File: config.mk
export PLATFORM = sky130hd
export DESIGN_NAME = bsc_pipe_ctrl
export DESIGN_NICKNAME = d
export VERILOG_FILES = /design/src/rtl/bsc_pkg.sv /design/src/rtl/bsc_pipe_ctrl.sv
export SDC_FILE = /design/constraint.sdc
export NUM_CORES = 1
export LEC_CHECK = 0
export BUFFER_PORTS_ARGS = -buffer_cell sky130_fd_sc_hd__buf_4
export CAP_MARGIN = 0
export CORE_AREA = 2 2 39 41
export DETAILED_ROUTE_END_ITERATION = 10
export DIE_AREA = 0 0 41 43
export GPL_ROUTABILITY_DRIVEN = 0
export PLACE_DENSITY_LB_ADDON = 0.05
export SLEW_MARGIN = 10
export SYNTH_ARGS = -nofsm -noshare
export SYNTH_HDL_FRONTEND = slang
export SYNTH_SLANG_ARGS = --single-unit
File: constraint.sdc
create_clock -name i_clk -period 3.1 [get_ports i_clk]
set_input_delay 0.62 -clock i_clk [delete_from_list [all_inputs] [get_ports i_clk]]
set_output_delay 0.62 -clock i_clk [all_outputs]
set_load 0.02 [all_outputs]
File: src/rtl/bsc_pkg.sv
// Shared types and constants of the barometer compensation block.
// No dependencies; used by bsc_pipe_ctrl, the top level and the checker.
`default_nettype none

package bsc_pkg;

    // Pipeline depth: transaction accepted into stage 0, result held in the last stage.
    localparam int NSTAGE = 10;

    // Configuration register indexes.
    localparam logic [2:0] REG_SENS        = 3'd0;
    localparam logic [2:0] REG_OFFSET      = 3'd1;
    localparam logic [2:0] REG_SENS_TEMP   = 3'd2;
    localparam logic [2:0] REG_OFFSET_TEMP = 3'd3;
    localparam logic [2:0] REG_REF_TEMP    = 3'd4;
    localparam logic [2:0] REG_TEMP_SLOPE  = 3'd5;

    localparam logic signed [19:0] TEMP_REF     = 20'sd2000;
    localparam logic signed [19:0] TEMP_LOW     = -20'sd1500;
    localparam logic signed [28:0] PRESSURE_MAX = 29'sd120000;

    typedef enum logic [1:0] {
        ST_OK        = 2'd0,
        ST_BAD_PRESS = 2'd1,
        ST_BAD_TEMP  = 2'd2,
        ST_RANGE     = 2'd3
    } t_status;

    typedef struct packed {
        logic [NSTAGE-1:0] en;
        logic              out_valid;
    } t_pipe_ctrl;

endpackage

`default_nettype wire

File: src/rtl/bsc_pipe_ctrl.sv
// Valid bits and per-stage load enables of the compensation pipeline.
// Depends on bsc_pkg.
`default_nettype none

module bsc_pipe_ctrl (
    input  wire logic                i_clk,
    input  wire logic                i_rst_n,
    input  wire logic                i_in_valid,
    input  wire logic                i_out_ready,
    output bsc_pkg::t_pipe_ctrl      o_ctrl
);

    logic [bsc_pkg::NSTAGE-1:0] r_vld;
    logic [bsc_pkg::NSTAGE-1:0] n_vld;
    logic [bsc_pkg::NSTAGE-1:0] w_en;
    logic [bsc_pkg::NSTAGE-1:0] w_shift;

    // A stage may load when any stage from it to the output is empty,
    // or when the output is being taken. Bubbles collapse this way.
    for (genvar k = 0; k < bsc_pkg::NSTAGE; k++) begin : g_en
        assign w_en[k] = i_out_ready | ~(&r_vld[bsc_pkg::NSTAGE-1:k]);
    end

    assign w_shift = {r_vld[bsc_pkg::NSTAGE-2:0], i_in_valid};

    always_comb begin
        n_vld = (w_en & w_shift) | (~w_en & r_vld);
    end

    always_ff @(posedge i_clk) begin
        if (!i_rst_n) begin
            r_vld <= '0;
        end else begin
            r_vld <= n_vld;
        end
    end

    assign o_ctrl.en        = w_en;
    assign o_ctrl.out_valid = r_vld[bsc_pkg::NSTAGE-1];

endmodule

`default_nettype wire

Word level (Yosys, flattened, before mapping)
Cells that the tools add are included.
- bitwise gates (word level): 24
- reductions and logical operators: 9
- operator list (kind ; number):
    10-bit AND ; 2
    1-bit inverter ; 10
    10-bit inverter ; 1
    1-bit OR ; 10
    10-bit OR ; 1
    10-bit AND reduction ; 1
    9-bit AND reduction ; 1
    8-bit AND reduction ; 1
    7-bit AND reduction ; 1
    6-bit AND reduction ; 1
    5-bit AND reduction ; 1
    4-bit AND reduction ; 1
    3-bit AND reduction ; 1
    2-bit AND reduction ; 1
- register bits: 10
- bits of input ports: 4
- output and inout bits: 11
- logic and storage cells: 34

Longest topological paths before layout
- word-level depth: 6
- mapped depth: 5
- mapped depth without buffers: 5

Least setup slack after synthesis
Ideal clock, no wire load.
- kind: in2out
- start point: input i_out_ready
- end point: output o_ctrl[1] (netlist name)
- arrival: 1.673 ns
- required time: 2.480 ns
- slack: 0.807 ns
- cell stages on the path: 5
- buffers on the path: 0
- path through: and4b_4 > inv_4 > nor2_8 > inv_2 > or3_1
- RTL lines (element ; line ; source):
    from (decl) ; bsc_pipe_ctrl.sv:9 ; input wire logic i_out_ready,
    to (decl) ; bsc_pipe_ctrl.sv:10 ; output bsc_pkg::t_pipe_ctrl o_ctrl

==> impl_metrics.yaml <==
status:
  status: "completed"
timing:
  layout_min_cycle_time_ps: 2430
  worstMarginPinSlew_ps: 330
  setup_viol: 0
  drv_slew: 0
  rsz0062_at_grt: "false"
  slew_headroom_pct: 77.9
  skew_ps: 0.217
  tns_ps: 0
  min_period_over_period_pct: 78.4
  finalHoldViolations: 0
  fmax_mhz: 411
critical_path:
  cp.required_ps: 2480
  path_cells: "buf_4 > and4b_4 > inv_4 > nor2_8 > inv_2 > or3_1 > buf_4"
  worstPathArrival_ps: 1810
  rrSetupSlack_ps: 1840
  path_buf_inv: 4
  path_delay_family: "simple AND/OR/NAND/NOR gates"
  slowest_delay_ps: 360
  path_max_fanout: 4
  cp-end-kind: "output pin"
  cp_common_cell: "buf_4"
  criticalPathCategory: "input port to output pin"
  r2r_cells: 5
  critPathSlowestCell: "or3_1"
  start_kind: "input port"
clocking:
  numCtsBuffers: 3
  cts.sinks: 10
  post_cts_buffers: 0
  ctsHoldBuffers: 0
  ctsHtreeMaxLevel: 1
  cts_buffer_depth: 2
  path_clk_slew_ps: 70
  cts_tree: "done"
  cts-resized-gates: 0
  root_buffer: "clkbuf_4"
  clock_latency_ps: 260
grt:
  grt_use_met1_pct: 13.9
  grtUsageMet2_pct: 16.6
  grt_overflow_total: 0
  antenna_found_initial: 0
  grt_pass1_wl_mm: 1.39
  track_usage_pct: 12.3
  busiest_layer: "met2"
  grt_max_degree: 14
  grt_pass1_vias: 336
  use_met3_pct: 9.42
place:
  hpwl_um: 611
  numPortBuffers: 14
yosys:
  synth_seq_cells: 10
  async_flop_share_pct: 0
  synthAdderAreaFrac_pct: 0
  synth_compound_area_share_pct: 16.5
  syn-num-nets: 53
  ys_top_cells_by_area: "dfxtp_1, nand2_1, o21a_1"
  synthTopCellsByCount: "nand2_1, dfxtp_1, o21a_1, nand3_1, nor2b_1"
  netlist_instances: 49
  ys_seq_area_share_pct: 46.2
  synth_edf_count: 0
  synthFlopType: "dfxtp_1"
  yosys_warnings: 0
  synth.largest_area_cell: "dfxtp_1"
  synth_cell_type_count: 18
  syn_area_um2: 433
  synth_top_family_by_area: "simple AND/OR/NAND/NOR gates"
  synthXorXnorAreaFrac_pct: 0
  synth-simple-area-share_pct: 30.6
  yosysTopAreaCellShare_pct: 46.2
  synth_most_common_cell: "nand2_1"
  postSynthAreaPerCell_um2: 8.84
  synthMuxAreaShare_pct: 0
floorplan:
  start_util_pct: 31.3
  die_h_um: 43
  io_pins: 15
  core_area_um2: 1380
  die-area_um2: 1760
  fp.dieW_um: 41
  num_rows: 14
cells_and_area:
  area_growth_pct: 34.7
  diodes: 0
  multi_input_area_um2: 204
  nFillCells: 152
  register_area_um2: 200
  drive_gt1_share_pct: 38.5
  fin_nets: 70
power_and_ir_drop:
  power.total_uw: 258
  ir_drop_v: 0.000206
  leakage_nw: 0.232
  power.density_nw_per_um2: 442
  internal_power_uw: 206
  pwr-share-clk_pct: 45.3
  power_frac_seq_pct: 51.3
  comb_power_share_pct: 3.3
  p_switching_uw: 51.2
  p_sw_share_pct: 19.9
drt:
  post_drt_wl_per_cell_um: 9.81
  drt_iter0_markers: 4
  viasPerCell: 4.59
  dr.pass1.iters: 2
  drtAntennaViolNets: 0
  drt-total-wl_um: 795
  num_vias: 372
  route.detailed.drc: 0
worst_hold_path:
  min_delay_path_depth: 2
  worst_hold_path_type: "flip-flop to flip-flop"
job:
  max-cap-violations: 0
-- layer usage --
layer / vias to the layer above / routed length [um]
met4: 0 / 0
met2: 11 / 394
met5: - / 0
li1: 194 / -
met1: 167 / 345
met3: 0 / 56
-- worst register-to-register path: stages, from the launching register on --
cell and delay, ps:
dfxtp_1 370, and4b_4 290, inv_4 60, nor3_2 260
inv_2 80, o21ai_1 130
-- cell type report --
class	count	share of cell area, %
Tap cell	16	3.43
Sequential cell	10	34.3
Clock buffer	4	6.22
Timing Repair Buffer	14	18.0
Multi-Input combinational cell	33	35.0
Inverter	4	3.00
-- cell families (layout without fill, tap and decap cells) --
group	Yosys count	count (layout)
flops	10	10
buf+inv	6	22
simple gates	23	23
compound gates	10	10
-- stage by stage --
| stage | hold WS, ps | instances | utilization (%) | cell area, um^2 | setup WS, ps |
|---|---|---|---|---|---|
| CTS | 487 | 81 | 42.1 | 583 | 658 |
| detailed placement | 476 | 77 | 39.5 | 547 | 661 |
| global route | 512 | 81 | 42.1 | 583 | 619 |
| global placement | 475 | 77 | 39.5 | 547 | 672 |
| finish | 483 | 81 | 42.1 | 583 | 669 |
| floorplan | 446 | 49 | - | 433 | 807 |
-- power by group through the flow --
stage	Clock [mW]	Sequential, mW	Combinational [mW]
2_1_floorplan	0	0.135	0.00464
3_3_place_gp	0	0.135	0.00878
3_5_place_dp	0	0.135	0.00864
4_1_cts	0.121	0.132	0.00869
5_1_grt	0.130	0.133	0.00963
6_report	0.117	0.132	0.00862
-- worst max-delay path by stage --
stage | startpoint | depth (start not counted) | endpoint
after global placement | i_out_ready | 7 | o_ctrl[1]
after floorplan | i_out_ready | 5 | o_ctrl[1]
after detailed placement | i_out_ready | 7 | o_ctrl[1]
after global routing | i_out_ready | 7 | o_ctrl[1]
after CTS | i_out_ready | 7 | o_ctrl[1]
final | i_out_ready | 7 | o_ctrl[1]
-- layout by cell type, fill, tap and decap left out --
master    Yosys  routed
a21oi_1       2       2
and4b_4       1       1
buf_4         1      14
clkbuf_4      0       3
clkbuf_8      0       1
dfxtp_1      10      10
inv_1         1       1
inv_2         2       2
inv_4         1       1
nand2_1      13      13
nand3_1       3       3
nor2_8        1       1
nor2b_1       3       3
nor3_2        1       1
o21a_1        4       4
o21ai_0       1       1
o21ai_1       2       2
o41ai_2       1       1
or3_1         1       1
Note: power is estimated with default switching activity, not from simulation.
